--- src/hw/rtl/ivda_pkg.sv ---
// Shared types and constants of the int4 vector distance accumulator.
`default_nettype none
package ivda_pkg;

  localparam int WORD_W  = 64;
  localparam int WORD_BYTES = 8;
  localparam int VAL_W   = 8;
  localparam int PROD_W  = 16;
  localparam int ACC_W   = 64;
  localparam int MODE_W  = 2;
  localparam int CFG_IDX_W = 2;

  typedef enum logic [MODE_W-1:0] {
    MODE_DOT   = 2'd0,
    MODE_L2SQ  = 2'd1,
    MODE_NORMS = 2'd2
  } mode_e;

  localparam logic [CFG_IDX_W-1:0] CFG_METRIC_MODE  = 2'd0;
  localparam logic [CFG_IDX_W-1:0] CFG_NIBBLE_MASK  = 2'd1;
  localparam logic [CFG_IDX_W-1:0] CFG_SIGN_PATTERN = 2'd2;

  localparam logic [WORD_W-1:0] NIBBLE_MASK_RST  = 64'h0F0F_0F0F_0F0F_0F0F;
  localparam logic [WORD_W-1:0] SIGN_PATTERN_RST = 64'h0808_0808_0808_0808;

  typedef struct packed {
    logic              valid;
    logic              last;
    logic [MODE_W-1:0] mode;
  } ctl_t;

endpackage
`default_nettype wire

--- src/hw/rtl/ivda_sum_stage.sv ---
// Adder trees over the lane products, registered.
`default_nettype none
module ivda_sum_stage #(
  parameter int BYTES_PER_ITEM = 8,
  parameter int SUM_W          = 21
) (
  input  logic                               clk_i,
  input  logic                               rst_ni,
  input  ivda_pkg::ctl_t                     ctl_i,
  input  logic signed [ivda_pkg::PROD_W-1:0] prim_i [2*BYTES_PER_ITEM],
  input  logic signed [ivda_pkg::PROD_W-1:0] lsq_i  [2*BYTES_PER_ITEM],
  input  logic signed [ivda_pkg::PROD_W-1:0] rsq_i  [2*BYTES_PER_ITEM],
  output logic                               ready_o,
  input  logic                               ready_i,
  output ivda_pkg::ctl_t                     ctl_o,
  output logic signed [SUM_W-1:0]            part_o,
  output logic signed [SUM_W-1:0]            lpart_o,
  output logic signed [SUM_W-1:0]            rpart_o
);
  import ivda_pkg::*;

  localparam int LANES = 2 * BYTES_PER_ITEM;
  localparam int LEAVES = 2 ** $clog2(LANES);

  logic signed [SUM_W-1:0] node_p [2*LEAVES-1];
  logic signed [SUM_W-1:0] node_l [2*LEAVES-1];
  logic signed [SUM_W-1:0] node_r [2*LEAVES-1];
  ctl_t                    ctl_q;

  for (genvar i = 0; i < LEAVES; i++) begin : g_leaf
    if (i < LANES) begin : g_used
      assign node_p[LEAVES-1+i] = {{(SUM_W-PROD_W){prim_i[i][PROD_W-1]}}, prim_i[i]};
      assign node_l[LEAVES-1+i] = {{(SUM_W-PROD_W){lsq_i[i][PROD_W-1]}}, lsq_i[i]};
      assign node_r[LEAVES-1+i] = {{(SUM_W-PROD_W){rsq_i[i][PROD_W-1]}}, rsq_i[i]};
    end else begin : g_pad
      assign node_p[LEAVES-1+i] = '0;
      assign node_l[LEAVES-1+i] = '0;
      assign node_r[LEAVES-1+i] = '0;
    end
  end

  for (genvar i = 0; i < LEAVES - 1; i++) begin : g_node
    assign node_p[i] = node_p[2*i+1] + node_p[2*i+2];
    assign node_l[i] = node_l[2*i+1] + node_l[2*i+2];
    assign node_r[i] = node_r[2*i+1] + node_r[2*i+2];
  end

  assign ready_o = !ctl_q.valid || ready_i;
  assign ctl_o   = ctl_q;

  always_ff @(posedge clk_i or negedge rst_ni) begin
    if (!rst_ni) begin
      ctl_q <= '0;
    end else if (ready_o) begin
      ctl_q <= ctl_i;
    end
  end

  always_ff @(posedge clk_i) begin
    if (ready_o && ctl_i.valid) begin
      part_o  <= node_p[0];
      lpart_o <= node_l[0];
      rpart_o <= node_r[0];
    end
  end

endmodule
`default_nettype wire

--- config.mk ---
export PLATFORM = sky130hd
export DESIGN_NAME = ivda_sum_stage
export DESIGN_NICKNAME = d
export VERILOG_FILES = /design/src/hw/rtl/ivda_pkg.sv /design/src/hw/rtl/ivda_sum_stage.sv
export SDC_FILE = /design/constraint.sdc
export NUM_CORES = 1
export LEC_CHECK = 0
export ABC_AREA = 0
export BUFFER_PORTS_ARGS = -buffer_cell sky130_fd_sc_hd__buf_4
export CORE_AREA = 4 4 327 329
export CTS_CLUSTER_DIAMETER = 200
export CTS_CLUSTER_SIZE = 28
export DETAILED_ROUTE_END_ITERATION = 10
export DIE_AREA = 0 0 331 333
export GPL_TIMING_DRIVEN = 0
export SYNTH_ARGS = -nofsm -noshare
export SYNTH_HDL_FRONTEND = slang
export SYNTH_SLANG_ARGS = --single-unit
--- constraint.sdc ---
create_clock -name clk_i -period 4.3 [get_ports clk_i]
set_input_delay 0.645 -clock clk_i [delete_from_list [all_inputs] [get_ports clk_i]]
set_output_delay 0.645 -clock clk_i [all_outputs]
set_load 0.005 [all_outputs]
* After elaboration in Yosys (flattened, before gate mapping)
Cells that the tools add are included.
** Word-level totals
- Register bits after elaboration :: 67
- Bits in latches :: 0
- RAM bits :: 0
- Memory bits (read-only) :: 0
- Bits of input ports :: 775
- Output and inout port bits :: 68
- Logic and storage cells :: 54
- Memories :: 0
** Cells by class
- Add/subtract/negate cells :: 45
- $mul :: 0
- Divide/modulo/power cells :: 0
- Order comparisons :: 0
- Eq/ne operators :: 0
- Shift-type cells :: 0
- Mux-type cells :: 0
- Bitwise operators :: 0
- Reductions and logical operators :: 3
** Operator list (count)
- adder 21 bit :: 21
- adder 16 x 16 -> 17 bit :: 24
- logical AND 1 bit :: 1
- zero test 1 bit :: 1
- logical OR 1 bit :: 1

* Longest topological paths before layout
Gate-level depths: netlist of run 1.
- Word-level depth :: 4
- Gate-level depth with buffers :: 26
- Gate-level depth less buffers :: 25

* Least setup slack after synthesis of run 1
OpenSTA, ideal clock, no wires.
- Kind :: in2reg
- Start point :: input prim_i[128] (netlist name)
- End point :: register part_o[19] (data pin)
- Library setup time :: 0.261 ns
- Arrival :: 6.378 ns
- Required time :: 4.039 ns
- Slack :: -2.339 ns
- Cell stages on the path :: 23
- Path buffers :: 0
- Cells stage by stage :: ha_1 fa_1 a21oi_1 o21ai_0 a2111oi_0 a21oi_1 a41oi_1 o21ai_0 fa_1 inv_1 fa_1 fa_1 inv_1 fa_1 inv_1 ha_1 a21o_1 a21o_1 a21o_1 a2111oi_2 nor3_1 a221o_1 a311o_1
** RTL lines
- from (decl) :: line ivda_sum_stage.sv:10 : input logic signed [ivda_pkg::PROD_W-1:0] prim_i [2*BYTES_PER_ITEM],
- to (signal assigned) :: line ivda_sum_stage.sv:61 : part_o <= node_p[0];
- to (decl) :: line ivda_sum_stage.sv:16 : output logic signed [SUM_W-1:0] part_o,

==> flow_summary.toml, run 1 <==
[global_route]
grt_usage_pct = 21.1
antenna_found_initial = 15
grt_max_degree = 37
grt.overflow.total = 0
grt_pass1_vias = 29900
grt_pass1_wl_mm = 176

[logic_synthesis]
ys.flop_type = "edfxtp_1"
netlist_instances = 3474
synth_fa_ha_area_share_pct = 41.9
synth_edf_count = 63
synth_seq_cells = 67
synth_top_family_by_area = "adder cells"
synth_cell_types = 79
synthArstFlopShare_pct = 5.97
yosys.area_share.xor_xnor_pct = 9.65
synth-seq-area-share_pct = 6.71
syn_area_per_cell_um2 = 8.54
synthSimpleGateAreaFrac_pct = 12.2
muxShareOfSynthArea_pct = 0.443
postSynthNetCount = 5038
ys_warn_count = 0
synth_compound_area_share_pct = 22.0
syn_area_mm2 = 0.0297

[worst_setup_path]
ff2ff_setup_slack_ns = 2.43
worstPathArrival_ns = 6.38
rr_worst_depth = 4
cpPeakStageDelay_ns = 0.55
path_max_fanout = 3
crit_required_ns = 4.41
timing.rr.end = "rpart_o[10]"
cpMaxStageDelayCell = "fa_1"
start_kind = "input pin"
end_kind = "flip-flop"
worstSetupPathType = "in -> reg"
reg2reg_from = "ctl_o[3]"

[drt]
routed_wl_mm = 122
first_iter_violations = 1511
ant_nets = 0
firstDrtPassIters = 7
drc = 0
routedWlPerCell_um = 20.8
drt-vias-per-instance = 5.04
vias = 29500

[clocking]
cts.reportedPaths.clkPinSlew_ns = 0.07
cts-buffers-inserted = 9
clock_latency_ns = 0.37
root_buffer = "clkbuf_16"
clkSinkCount = 67
cts_tree = "done"
htree_levels = 3
clockBufferDepth = 2

[floorplanning]
num_io_pins = 843
die_h_um = 333
die_area_mm2 = 0.110
start_util_pct = 28.7
die_w_um = 331
row_count = 118
core_area_mm2 = 0.103

[sta]
fmaxAchievable_mhz = 159
rsz0062_at_grt = "yes"
slew_viol_final = 0
setup_viol = 54
finalClockSkew_ns = 0.00759
worst_slack_ns = -1.97
min_period_ns = 6.27
hold_viol_final = 0
min_period_over_period_pct = 146
tightest_slew_ns = 0.683
timing.slew.headroom_pct = 54.1

[place]
io_buffers = 842
dp_cells = 5697
place_congestion = 0.946
dpl.hpwl_mm = 107

[cells_and_area]
final_common_cell = "buf_4"
final_nets = 6023
drive_gt1_share_pct = 36.0
instances_no_fill = 5858
syn2layout_area_growth_pct = 45.3
mostFrequentLayoutCells = "buf_4, inv_1, ha_1"

[job]
drv_cap = 0

[hold_path]
hold_class = "in -> async"

[run_status]
violations = "setup timing"
outcome = "finished, violations left"
-- how the worst max path moves through the flow --
stage	startpoint	endpoint	cells after the start
after detailed placement	prim_i[224]	part_o[19]	22
after global routing	prim_i[98]	part_o[19]	23
after floorplan	prim_i[0]	part_o[19]	24
final	prim_i[0]	part_o[19]	25
after global placement	prim_i[224]	part_o[19]	22
after CTS	prim_i[17]	part_o[19]	23
-- worst max-delay path: cells and delay by family --
| kind | cells | cell delay, ns |
|---|---|---|
| compound gates | 11 | 2.66 |
| fa+ha+maj | 7 | 2.58 |
| buf+inv | 4 | 0.27 |
| simple gates | 2 | 0.14 |
| xor+xnor | 1 | 0.10 |
-- Yosys cell counts, types with 54 or more instances --
master | n | area, um^2
a21o_1 | 137 | 1030
a21oi_1 | 299 | 1500
edfxtp_1 | 63 | 1890
fa_1 | 342 | 6850
ha_1 | 447 | 5590
inv_1 | 520 | 1950
nand2_1 | 152 | 571
nor2_1 | 182 | 683
nor2b_1 | 54 | 338
nor3_1 | 77 | 385
o21ai_0 | 167 | 836
o21bai_1 | 59 | 443
xnor2_1 | 198 | 1730
xor2_1 | 129 | 1130
-- flip-flops by register name, summed over array words and instances (netlist names) --
register and cells:
ctl_o 4, lpart_o 21, part_o 21, rpart_o 21
-- routing by layer --
metal,routed length (um),global-route usage (%)
met2,60900,37.3
met3,8190,3.96
met1,48600,25.8
met5,27,0
met4,4130,6.36
-- kinds of logic after synthesis --
| kind of cell | after synthesis |
|---|---|
| adders and majority gates | 789 |
| DFF | 67 |
| buffers and inverters | 559 |
| and+or+nand+nor | 725 |
| xor gates and xnor gates | 327 |
| AOI/OAI and AO/OA | 994 |
| muxes | 13 |
-- per-stage QoR --
stage / util, % / setup slack (ns) / hold slack [ns] / area (um^2) / setup TNS, ns
finish: 41.6 / -1.97 / 0.0490 / 43100 / -57.72
detailed placement: 37.7 / -2.97 / 0.446 / 39000 / -92.47
floorplan: - / -1.96 / 0.349 / 31000 / -47.91
global placement: 37.7 / -2.90 / 0.444 / 39000 / -91.60
CTS: 40.3 / -2.02 / 0.0180 / 41700 / -55.72
global route: 41.6 / -2.11 / 0.0210 / 43100 / -65.30
-- cell type report --
cell class / count / area (um^2)
clock inverters: 6 / 65.1
plain buffers: 28 / 138
diodes: 14 / 35.0
fillers: 10300 / 60400
flip-flops and latches: 67 / 1990
well taps: 1380 / 1730
inverters: 520 / 1960
repair buffers: 985 / 7670
multi-input cells: 2848 / 29300
clock buffers: 10 / 229
-- what timing repair did --
action	4_1_cts	5_1_grt
pin swaps	266	223
endpoints found under the setup margin	53	54
hold buffers	0	0
setup buffers	99	51
gates resized for setup	337	226
Power of run 1 is left out: the tool's default activity adds up to more than one toggle a clock period on the data nets, which glitch-free logic cannot reach.
==> inputs of run 2 (changes only) <==
GPL_TIMING_DRIVEN = default   (was 0)
==> run 2 against run 1 <==
  * Count of clock-buffer cells in the layout is 1 higher
  * Worst setup slack improved by 0.066 ns
  * Via count up 9.7%
  * Highest routed layer unchanged
  * Cell count up 15%
  * Die area did not move
  * Routed wire length is 6.4% higher
  * The run still ends with setup timing left
==> flow_summary.toml, run 2 (synthesis gave the netlist of run 1 again) <==
[cells_and_area]
drive_gt1_share_pct = 46.6
mostFrequentLayoutCells = "buf_4, inv_1, ha_1"
syn2layout_area_growth_pct = 67.2
instances_no_fill = 6712
fillers = 9879
final_nets = 6881
top_regs = "lpart_o x21, part_o x21, rpart_o x21"
final_common_cell = "buf_4"
final_util_pct = 47.9

[sta]
rsz0062_at_grt = "yes"
timing.slew.headroom_pct = 44.0
setup_viol = 54
hold_slack_ns = 0.0481
min_period_ns = 6.21
finalClockSkew_ns = 0.00918
min_period_over_period_pct = 144
tightest_slew_ns = 0.839
worst_slack_ns = -1.91
fmaxAchievable_mhz = 161
hold_viol_final = 0
slew_viol_final = 0

[place]
dp_cells = 6633
place_congestion = 0.961
dpl.hpwl_mm = 116
io_buffers = 842
dp_slack_ns = -2.45

[global_route]
grt_usage_pct = 22.6
grt.overflow.total = 0
antenna_found_initial = 13
grt_pass1_vias = 33200
grt_pass1_wl_mm = 190
grt_max_degree = 42

[worst_setup_path]
cpMaxStageDelayCell = "fa_1"
path_max_fanout = 2
worstSetupPathType = "in -> reg"
start_kind = "input pin"
cpPeakStageDelay_ns = 0.51
worstPathArrival_ns = 6.33
crit_required_ns = 4.42
end_kind = "flip-flop"

[run_status]
violations = "setup timing"
outcome = "finished, violations left"

[drt]
ant_nets = 0
vias = 32400
routedWlPerCell_um = 19.3
firstDrtPassIters = 5
first_iter_violations = 1574
drt-vias-per-instance = 4.83
routed_wl_mm = 130
drc = 0

[floorplanning]
die_area_mm2 = 0.110
start_util_pct = 28.7
die_h_um = 333
core_area_mm2 = 0.103
num_io_pins = 843
row_count = 118
die_w_um = 331

[clocking]
clockBufferDepth = 2
clock_latency_ns = 0.38
root_buffer = "clkbuf_16"
cts_tree = "done"
clkSinkCount = 67
cts.reportedPaths.clkPinSlew_ns = 0.07
htree_levels = 3
cts-buffers-inserted = 9

[job]
drv_cap = 0

[hold_path]
hold_class = "in -> async"
run 2: cell types whose count changed in the layout (fill, tap and decap cells not counted), sizes merged:
cell / before / now
clkinvlp: 3 / 2
clkbuf: 32 / 11
buf: 991 / 1871
diode: 14 / 10
run 2: stage by stage:
step | instance area (um^2) | TNS (ns)
after floorplan | 31000 | -47.91
after global placement | 46100 | -83.85
after detailed placement | 46100 | -86.34
after CTS | 48400 | -55.04
after global routing | 49600 | -65.19
final | 49600 | -56.94
run 2: path summary, 6_finish.rpt:
check	start	end	slack (ns)	depth (start not counted)
max	prim_i[16]	part_o[19]	-1.91	25
min	rst_ni	ctl_o[2]	0.05	1
max reg2reg	ctl_o[3]	part_o[8]	2.19	4
min reg2reg	ctl_o[2]	ctl_o[2]	0.48	2
max in group asynchronous	rst_ni	ctl_o[0]	4.15	1
min in group clk_i	ctl_i[2]	ctl_o[2]	0.46	3
run 2: what timing repair did:
item	in CTS	in global routing
hold buffers	0	0
setup buffers	52	35
endpoints found under the setup margin	54	54
pin swaps	248	229
resized for setup	341	214
gates cloned	0	0
run 2: cell type report:
cell class | instances | area, um^2 | area share (%)
Timing Repair Buffer | 1871 | 14400 | 29.1
Clock inverter | 5 | 62.6 | 0.126
Clock buffer | 11 | 243 | 0.489
Sequential cell | 67 | 1990 | 4.02
Antenna cell | 10 | 25.0 | 0.0505
Inverter | 520 | 1950 | 3.94
Multi-Input combinational cell | 2848 | 29200 | 58.8
Tap cell | 1380 | 1730 | 3.48
run 2: critical path: cells and delay by family:
family,cells,cell delay [ns]
xor gates and xnor gates,1,0.15
AOI/OAI and AO/OA,11,2.55
buffers and inverters,4,0.25
and+or+nand+nor,2,0.13
adders and majority gates,7,2.62
run 2: layer usage:
metal  track usage [%]  wire length (um)  vias to the layer above
met5                 0                54                        -
met4              5.72              3740                        6
met3              4.21              7720                      139
met2              41.1             65800                      841
met1              27.2             52400                    15500
li1                  -                 -                    15900
Power of run 2 is left out for the same reason.
