<file path="config.mk">
export PLATFORM = sky130hd
export DESIGN_NAME = ivda_accumulator_flat
export DESIGN_NICKNAME = d
export VERILOG_FILES = /design/src/hw/rtl/ivda_pkg.sv /design/src/hw/rtl/ivda_out_if.sv /design/src/hw/rtl/ivda_accumulator.sv /design/src/flat_wrapper.sv
export SDC_FILE = /design/constraint.sdc
export NUM_CORES = 1
export LEC_CHECK = 0
export BUFFER_PORTS_ARGS = -buffer_cell sky130_fd_sc_hd__buf_2
export CORE_MARGIN = 2
export CORE_UTILIZATION = 45
export DETAILED_ROUTE_END_ITERATION = 8
export SYNTH_ARGS = -nofsm -noshare
export SYNTH_HDL_FRONTEND = slang
export SYNTH_SLANG_ARGS = --single-unit
</file>
<file path="constraint.sdc">
create_clock -name clk_i -period 10.75 [get_ports clk_i]
set_input_delay 1.075 -clock clk_i [delete_from_list [all_inputs] [get_ports clk_i]]
set_output_delay 1.075 -clock clk_i [all_outputs]
set_load 0.03 [all_outputs]
</file>
<file path="src/hw/rtl/ivda_pkg.sv">
// Shared types and constants of the int4 vector distance accumulator.
`default_nettype none
package ivda_pkg;

  localparam int WORD_W  = 64;
  localparam int WORD_BYTES = 8;
  localparam int VAL_W   = 8;
  localparam int PROD_W  = 16;
  localparam int ACC_W   = 64;
  localparam int MODE_W  = 2;
  localparam int CFG_IDX_W = 2;

  typedef enum logic [MODE_W-1:0] {
    MODE_DOT   = 2'd0,
    MODE_L2SQ  = 2'd1,
    MODE_NORMS = 2'd2
  } mode_e;

  localparam logic [CFG_IDX_W-1:0] CFG_METRIC_MODE  = 2'd0;
  localparam logic [CFG_IDX_W-1:0] CFG_NIBBLE_MASK  = 2'd1;
  localparam logic [CFG_IDX_W-1:0] CFG_SIGN_PATTERN = 2'd2;

  localparam logic [WORD_W-1:0] NIBBLE_MASK_RST  = 64'h0F0F_0F0F_0F0F_0F0F;
  localparam logic [WORD_W-1:0] SIGN_PATTERN_RST = 64'h0808_0808_0808_0808;

  typedef struct packed {
    logic              valid;
    logic              last;
    logic [MODE_W-1:0] mode;
  } ctl_t;

endpackage
`default_nettype wire

</file>
<file path="src/hw/rtl/ivda_out_if.sv">
// Result item channel: primary sum and the two norm sums.
`default_nettype none
interface ivda_out_if;
  import ivda_pkg::*;

  logic                    valid;
  logic                    ready;
  logic signed [ACC_W-1:0] primary_sum;
  logic signed [ACC_W-1:0] left_norm_sum;
  logic signed [ACC_W-1:0] right_norm_sum;

  modport source(output valid, primary_sum, left_norm_sum, right_norm_sum, input ready);
  modport sink(input valid, primary_sum, left_norm_sum, right_norm_sum, output ready);
endinterface
`default_nettype wire

</file>
<file path="src/hw/rtl/ivda_accumulator.sv">
// 64-bit accumulators and the result register.
`default_nettype none
module ivda_accumulator #(
  parameter int SUM_W = 21
) (
  input  logic                    clk_i,
  input  logic                    rst_ni,
  input  ivda_pkg::ctl_t          ctl_i,
  input  logic signed [SUM_W-1:0] part_i,
  input  logic signed [SUM_W-1:0] lpart_i,
  input  logic signed [SUM_W-1:0] rpart_i,
  output logic                    ready_o,
  ivda_out_if.source              out_o
);
  import ivda_pkg::*;

  logic [ACC_W-1:0] prim_acc_q, prim_acc_d;
  logic [ACC_W-1:0] lnorm_acc_q, lnorm_acc_d;
  logic [ACC_W-1:0] rnorm_acc_q, rnorm_acc_d;
  logic [ACC_W-1:0] prim_sum, lnorm_sum, rnorm_sum;
  logic [ACC_W-1:0] prim_out_q, lnorm_out_q, rnorm_out_q;
  logic             out_valid_q, out_valid_d;
  logic             fire, norms_mode, emit;

  assign norms_mode = (ctl_i.mode == MODE_NORMS);
  assign ready_o    = !(ctl_i.last && out_valid_q && !out_o.ready);
  assign fire       = ctl_i.valid && ready_o;
  assign emit       = fire && ctl_i.last;

  assign prim_sum  = prim_acc_q + {{(ACC_W-SUM_W){part_i[SUM_W-1]}}, part_i};
  assign lnorm_sum = norms_mode ? lnorm_acc_q + {{(ACC_W-SUM_W){lpart_i[SUM_W-1]}}, lpart_i}
                                : lnorm_acc_q;
  assign rnorm_sum = norms_mode ? rnorm_acc_q + {{(ACC_W-SUM_W){rpart_i[SUM_W-1]}}, rpart_i}
                                : rnorm_acc_q;

  always_comb begin
    prim_acc_d  = prim_acc_q;
    lnorm_acc_d = lnorm_acc_q;
    rnorm_acc_d = rnorm_acc_q;
    out_valid_d = out_valid_q && !out_o.ready;
    if (fire) begin
      if (ctl_i.last) begin
        prim_acc_d  = '0;
        lnorm_acc_d = '0;
        rnorm_acc_d = '0;
        out_valid_d = 1'b1;
      end else begin
        prim_acc_d  = prim_sum;
        lnorm_acc_d = lnorm_sum;
        rnorm_acc_d = rnorm_sum;
      end
    end
  end

  always_ff @(posedge clk_i or negedge rst_ni) begin
    if (!rst_ni) begin
      prim_acc_q  <= '0;
      lnorm_acc_q <= '0;
      rnorm_acc_q <= '0;
      out_valid_q <= 1'b0;
    end else begin
      prim_acc_q  <= prim_acc_d;
      lnorm_acc_q <= lnorm_acc_d;
      rnorm_acc_q <= rnorm_acc_d;
      out_valid_q <= out_valid_d;
    end
  end

  always_ff @(posedge clk_i) begin
    if (emit) begin
      prim_out_q  <= prim_sum;
      lnorm_out_q <= norms_mode ? lnorm_sum : '0;
      rnorm_out_q <= norms_mode ? rnorm_sum : '0;
    end
  end

  assign out_o.valid          = out_valid_q;
  assign out_o.primary_sum    = prim_out_q;
  assign out_o.left_norm_sum  = lnorm_out_q;
  assign out_o.right_norm_sum = rnorm_out_q;

endmodule
`default_nettype wire

</file>
<file path="src/flat_wrapper.sv">
// flat-port wrapper written by rule: the top's interface ports become plain ports
module ivda_accumulator_flat import ivda_pkg::*;
#(
  parameter int SUM_W = 21
)
  (clk_i, rst_ni, ctl_i, part_i, lpart_i, rpart_i, ready_o, out_o_valid, out_o_primary_sum, out_o_left_norm_sum, out_o_right_norm_sum, out_o_ready);
  ivda_out_if out_o_i ();
  input  logic clk_i;
  input  logic rst_ni;
  input  ivda_pkg::ctl_t ctl_i;
  input  logic signed [SUM_W-1:0] part_i;
  input  logic signed [SUM_W-1:0] lpart_i;
  input  logic signed [SUM_W-1:0] rpart_i;
  output logic ready_o;
  output wire logic [$bits(out_o_i.valid)-1:0] out_o_valid;
  output wire logic [$bits(out_o_i.primary_sum)-1:0] out_o_primary_sum;
  output wire logic [$bits(out_o_i.left_norm_sum)-1:0] out_o_left_norm_sum;
  output wire logic [$bits(out_o_i.right_norm_sum)-1:0] out_o_right_norm_sum;
  input wire logic [$bits(out_o_i.ready)-1:0] out_o_ready;
  assign out_o_valid = out_o_i.valid;
  assign out_o_primary_sum = out_o_i.primary_sum;
  assign out_o_left_norm_sum = out_o_i.left_norm_sum;
  assign out_o_right_norm_sum = out_o_i.right_norm_sum;
  assign out_o_i.ready = out_o_ready;
  ivda_accumulator #(.SUM_W(SUM_W)) u_core (.clk_i(clk_i), .rst_ni(rst_ni), .ctl_i(ctl_i), .part_i(part_i), .lpart_i(lpart_i), .rpart_i(rpart_i), .ready_o(ready_o), .out_o(out_o_i));
endmodule
</file>
**After elaboration in Yosys (flattened, before gate mapping)**

Cells that the tools add are included.

- Muxes and demuxes: 7
- $add $sub $neg: 3
- Equal/unequal tests: 1
- Reduce and logical (&&, ||, !) cells: 7

Operators with widths:

| kind | count |
|---|---|
| 64-bit 2-to-1 mux | 5 |
| 64-bit adder | 3 |
| 1-bit logical AND | 5 |
| 2-bit equality test, second input constant | 1 |
| 1-bit logical NOT | 2 |
| 1-bit 2-to-1 mux | 2 |

- Output and inout port bits: 194
- Register bits: 385
- Word-level logic and storage cells: 25

**Logic depth before layout (Yosys ltp)**

- Word-level depth: 5
- Depth in mapped cells: 14
- Mapped depth without buffers: 14

**Worst setup path before layout**

Ideal clock, no wire load.

- Kind: input -> register
- From: input ctl_i[2] (netlist bit)
- To: register u_core.lnorm_out_q[0], in the netlist u_core.out_o.left_norm_sum[0], enable pin
- Stages: 7
- Slack: -268 ps
- Buffers on the path: 3
- Arrival time: 10270 ps
- Required time: 10002 ps
- Path through: inv_1 > or3_1 > clkbuf_1 > nand2_1 > clkbuf_1 > buf_1 > nor2_1

- Cells in the longest elaborated chain, start to end: 5

Ends and longest elaborated chain:

| item | line | text |
|---|---|---|
| start, declared | flat_wrapper.sv:10 | `input ivda_pkg::ctl_t ctl_i;` |
| 1-bit logical AND (2 in a row) | ivda_accumulator.sv:26 | `assign ready_o = !(ctl_i.last && out_valid_q && !out_o.ready);` |
| 1-bit logical NOT | ivda_accumulator.sv:26 |  |
| named net ready_o | flat_wrapper.sv:14 | `output logic ready_o;` |
| 1-bit logical AND | ivda_accumulator.sv:27 | `assign fire = ctl_i.valid && ready_o;` |
| 1-bit logical AND | ivda_accumulator.sv:28 | `assign emit = fire && ctl_i.last;` |
| named net u_core.emit | ivda_accumulator.sv:23 | `logic fire, norms_mode, emit;` |
| end signal, assigned | ivda_accumulator.sv:72 | `lnorm_out_q <= norms_mode ? lnorm_sum : '0;` |
| end, declared | ivda_accumulator.sv:21 | `logic [ACC_W-1:0] prim_out_q, lnorm_out_q, rnorm_out_q;` |

The timed path passes the listed nets, and every way through them passes these cells.
A chain may end at the register's enable or synchronous reset.

**Final worst setup path**

- From: input rpart_i[20]
- To: register u_core.rnorm_out_q[63], in the netlist u_core.out_o.right_norm_sum[63], data pin

- Cells in the longest elaborated chain, start to end: 2

Ends and longest elaborated chain:

| item | line | text |
|---|---|---|
| start, declared | flat_wrapper.sv:13 | `input logic signed [SUM_W-1:0] rpart_i;` |
| 64-bit adder | ivda_accumulator.sv:33 | `assign rnorm_sum = norms_mode ? rnorm_acc_q + {{(ACC_W-SUM_W){rpart_i[SUM_W-1]}}, rpart_i}` |
| 64-bit 2-to-1 mux | ivda_accumulator.sv:33 |  |
| end signal, assigned | ivda_accumulator.sv:73 | `rnorm_out_q <= norms_mode ? rnorm_sum : '0;` |
| end, declared | ivda_accumulator.sv:21 |  |

No other way between the ends.

==> results.json <==
{
  "status": "finished, final reports clean",
  "area_growth_pct": 13.6,
  "grt_setup_unrepaired": "false",
  "die_w_microns": 236,
  "antenna_left": 0,
  "portBuffers": 263,
  "cpMostUsedCell": "xnor2_1",
  "synthArstFlopShare_pct": 50.1,
  "slowest_stage": "buf_2",
  "hold_viol": 0,
  "ys_ff_latch": 385,
  "num_antenna_cells": 0,
  "ys_types": 78,
  "cts-root-buf": "clkbuf_16",
  "antenna_found_initial": 2,
  "met3_usage_pct": 3.32,
  "crit_arrival_ns": 4.83,
  "dr.first_iter.drc_count": 1223,
  "rr_startpoint": "u_core.lnorm_acc_q[0]",
  "slew_violations": 0,
  "drt-total-wl_microns": 68100,
  "p_sw_share_pct": 38.2,
  "netlist_area_sq_um": 24300,
  "cts-resized-gates": 0,
  "synthCells": 2527,
  "p_int_uw": 3770,
  "fin_skew_ns": 0.0205,
  "setup_slack_ns": 6.21,
  "p_sw_uw": 2330,
  "final_layout_size_suffix_gt1_share_pct": 14.4,
  "hold_path_class": "flip-flop to flip-flop",
  "ios": 264,
  "synth_top_area_share_pct": 23.7,
  "place_congestion": 0.931,
  "synth_common_cells": "232 x nand2_1, 227 x nor2_1, 225 x a21oi_1",
  "core_region_area_sq_um": 53600,
  "synth_nets": 2789,
  "row_count": 85,
  "dr.pass1.iters": 5,
  "setup_tns_ns": 0,
  "min_from": "u_core.prim_acc_q[2]",
  "p_leak_uw": 0.0123,
  "cts.path.max_buffers": 3,
  "synth_warnings": 0,
  "synthFlopType": "dfrtp_1",
  "finalCritPeriodShare_pct": 42.2,
  "synth.top_cells.by_area": "edfxtp_1 24%, dfrtp_1 20%, ha_1 9.7%, a21oi_1 4.6%, a22o_1 4.0%",
  "clkTransAtPathRegs_ns": 0.06,
  "grt-busiest-layer": "met2",
  "cts_buffers": 45,
  "seq_power_share_pct": 33.2,
  "p_clk_share_pct": 26.4,
  "power_frac_comb_pct": 40.4,
  "synth_area_leader_cell": "edfxtp_1",
  "use_met1_pct": 33.6,
  "slew_headroom_pct": 29.0,
  "fin_nets": 2962,
  "use_met2_pct": 39.5,
  "wl_per_cell_microns": 19.8,
  "critPathCaptureType": "flip-flop",
  "max_stage_delay_ns": 0.75,
  "grt_max_degree": 87,
  "clock_sinks": 385,
  "die_y_microns": 236,
  "min_period_ns": 4.54,
  "critical-path-top-delay-family": "compound AO/OA/AOI/OAI gates",
  "drc": 0,
  "critPathLaunch": "rpart_i[20]",
  "num_vias": 20100,
  "critPathRequiredTime_ns": 11.04,
  "path_cells": "buf_2 > ha_1 > and2_1 > o21ai_0 > a21oi_1 > o211ai_1 > a211o_1 > a21o_1 > a31oi_1 > a221oi_1 > xnor2_1 > xnor2_1 > nor2_1",
  "syn_avg_cell_area_sq_um": 9.61,
  "worstSetupPathType": "input port to flip-flop",
  "grt_pass1_vias": 19800,
  "setup_viol": 0,
  "worstSkewPairLatency_ns": 0.59,
  "seq_area_frac_synth_pct": 43.6,
  "yosys.cell_count.top_type": "nand2_1",
  "timing.hold.ws_ns": 0.482,
  "cap_violations": 0,
  "worst_pin_slew_ns": 1.06,
  "fmax_mhz": 220,
  "ir_worst_vdd_v": 0.000149,
  "vias_per_cell": 5.85,
  "worst-path-max-fanout": 44,
  "start_util_pct": 45.3,
  "hold_buffers": 0,
  "worst-path-buf-inv": 1,
  "grtUsageTotal_pct": 24.3,
  "overflow": 0,
  "htree_levels": 2,
  "post-place-ws_ns": 5.68,
  "die_area_sq_um": 55800,
  "synth_edf_count": 192,
  "cts_tree": "yes",
  "dp_hpwl_microns": 48900,
  "post_cts_buffers": 0,
  "grt_pass1_wl_microns": 109000,
  "p_per_area_nw_per_um2": 221,
  "cp-start-kind": "input port"
}
==> per-layer routing <==
metal  part of all wire, %  up-vias
met4                   2.7        2
li1                      -     9664
met3                   5.0      112
met2                    47      523
met1                    46     9768
met5                 0.015        -
==> flip-flops by register name, indices dropped and copies added (netlist names) <==
signal	count
u_core.lnorm_acc_q	64
u_core.prim_acc_q	64
u_core.rnorm_acc_q	64
u_core.out_o.left_norm_sum	64
u_core.out_o.right_norm_sum	64
u_core.out_o.valid	1
u_core.out_o.primary_sum	64
==> cells by family after synthesis <==
logic type               after synthesis  share of synthesized area (%)
XOR/XNOR                             173                           6.24
adder cells (fa/ha/maj)              192                           9.98
AO/OA/AOI/OAI                        850                           23.3
AND/OR/NAND/NOR                      717                           13.6
flip-flops                           385                           43.6
buffers and inverters                210                           3.29
==> power groups by stage <==
stage	Combinational (uW)	Sequential (uW)	Clock [uW]
global placement	2430	2050	0
global route	2720	2060	1710
finish	2460	2030	1610
floorplan	1660	2210	0
CTS	2450	2030	1660
detailed placement	2430	2050	0
==> layout by cell type, fill, tap and decap left out, types with 14 or more instances in the layout <==
master	count
a211oi_1	14
a21o_1	91
a21oi_1	225
a22o_1	112
a31oi_1	31
and2_1	22
buf_2	262
buf_4	14
clkbuf_16	47
dfrtp_1	193
edfxtp_1	192
ha_1	189
inv_1	59
nand2_1	230
nand2b_1	17
nand3_1	39
nand4_1	66
nor2_1	225
nor2b_1	21
nor3_1	30
o211ai_1	14
o21a_1	18
o21ai_0	177
o21ai_1	28
o21bai_1	42
xnor2_1	108
xor2_1	65
==> worst register-to-register path, stage by stage, from the launching register on <==
cell       delay [ns]
dfrtp_1          0.36
ha_1             0.22
inv_1            0.07
fa_1             0.38
nand2b_1         0.25
a21oi_1          0.31
o2111ai_1        0.23
a21bo_2          0.26
o21a_1           0.23
o41ai_1          0.66
nor2_1           0.18
o21ai_1          0.34
a31oi_1          0.15
xor2_1           0.29
nor2_1           0.07
==> layout make-up <==
class                      count  area [sq um]
clock buffer                  58          1270
clock inverter                25           294
fill                        4965         26000
inverter                      59           221
multi-input combinational   1932         12900
sequential                   385         10600
tap                          696           871
timing repair buffer         277          1430
==> metrics by stage <==
stage	utilization, %	cell area, sq um	cells	total power [uW]
6_report	51.5	27600	3432	6100
5_1_grt	51.5	27600	3432	6490
2_1_floorplan	-	24300	2527	3870
3_5_place_dp	48.6	26000	3349	4480
3_3_place_gp	48.6	26000	3349	4480
4_1_cts	51.5	27600	3432	6140
==> final timing paths <==
path,slack [ns],to,cells after the start
worst max-delay path,6.21,u_core.out_o.right_norm_sum[63],13
worst min-delay path,0.48,u_core.prim_acc_q[2],2
worst max register to register,6.47,u_core.out_o.left_norm_sum[62],14
worst min register to register,0.48,u_core.prim_acc_q[2],2
max in group asynchronous,8.10,u_core.rnorm_acc_q[33],3
min in group asynchronous,0.56,u_core.rnorm_acc_q[6],1
Note: power is estimated with default switching activity, not from simulation.
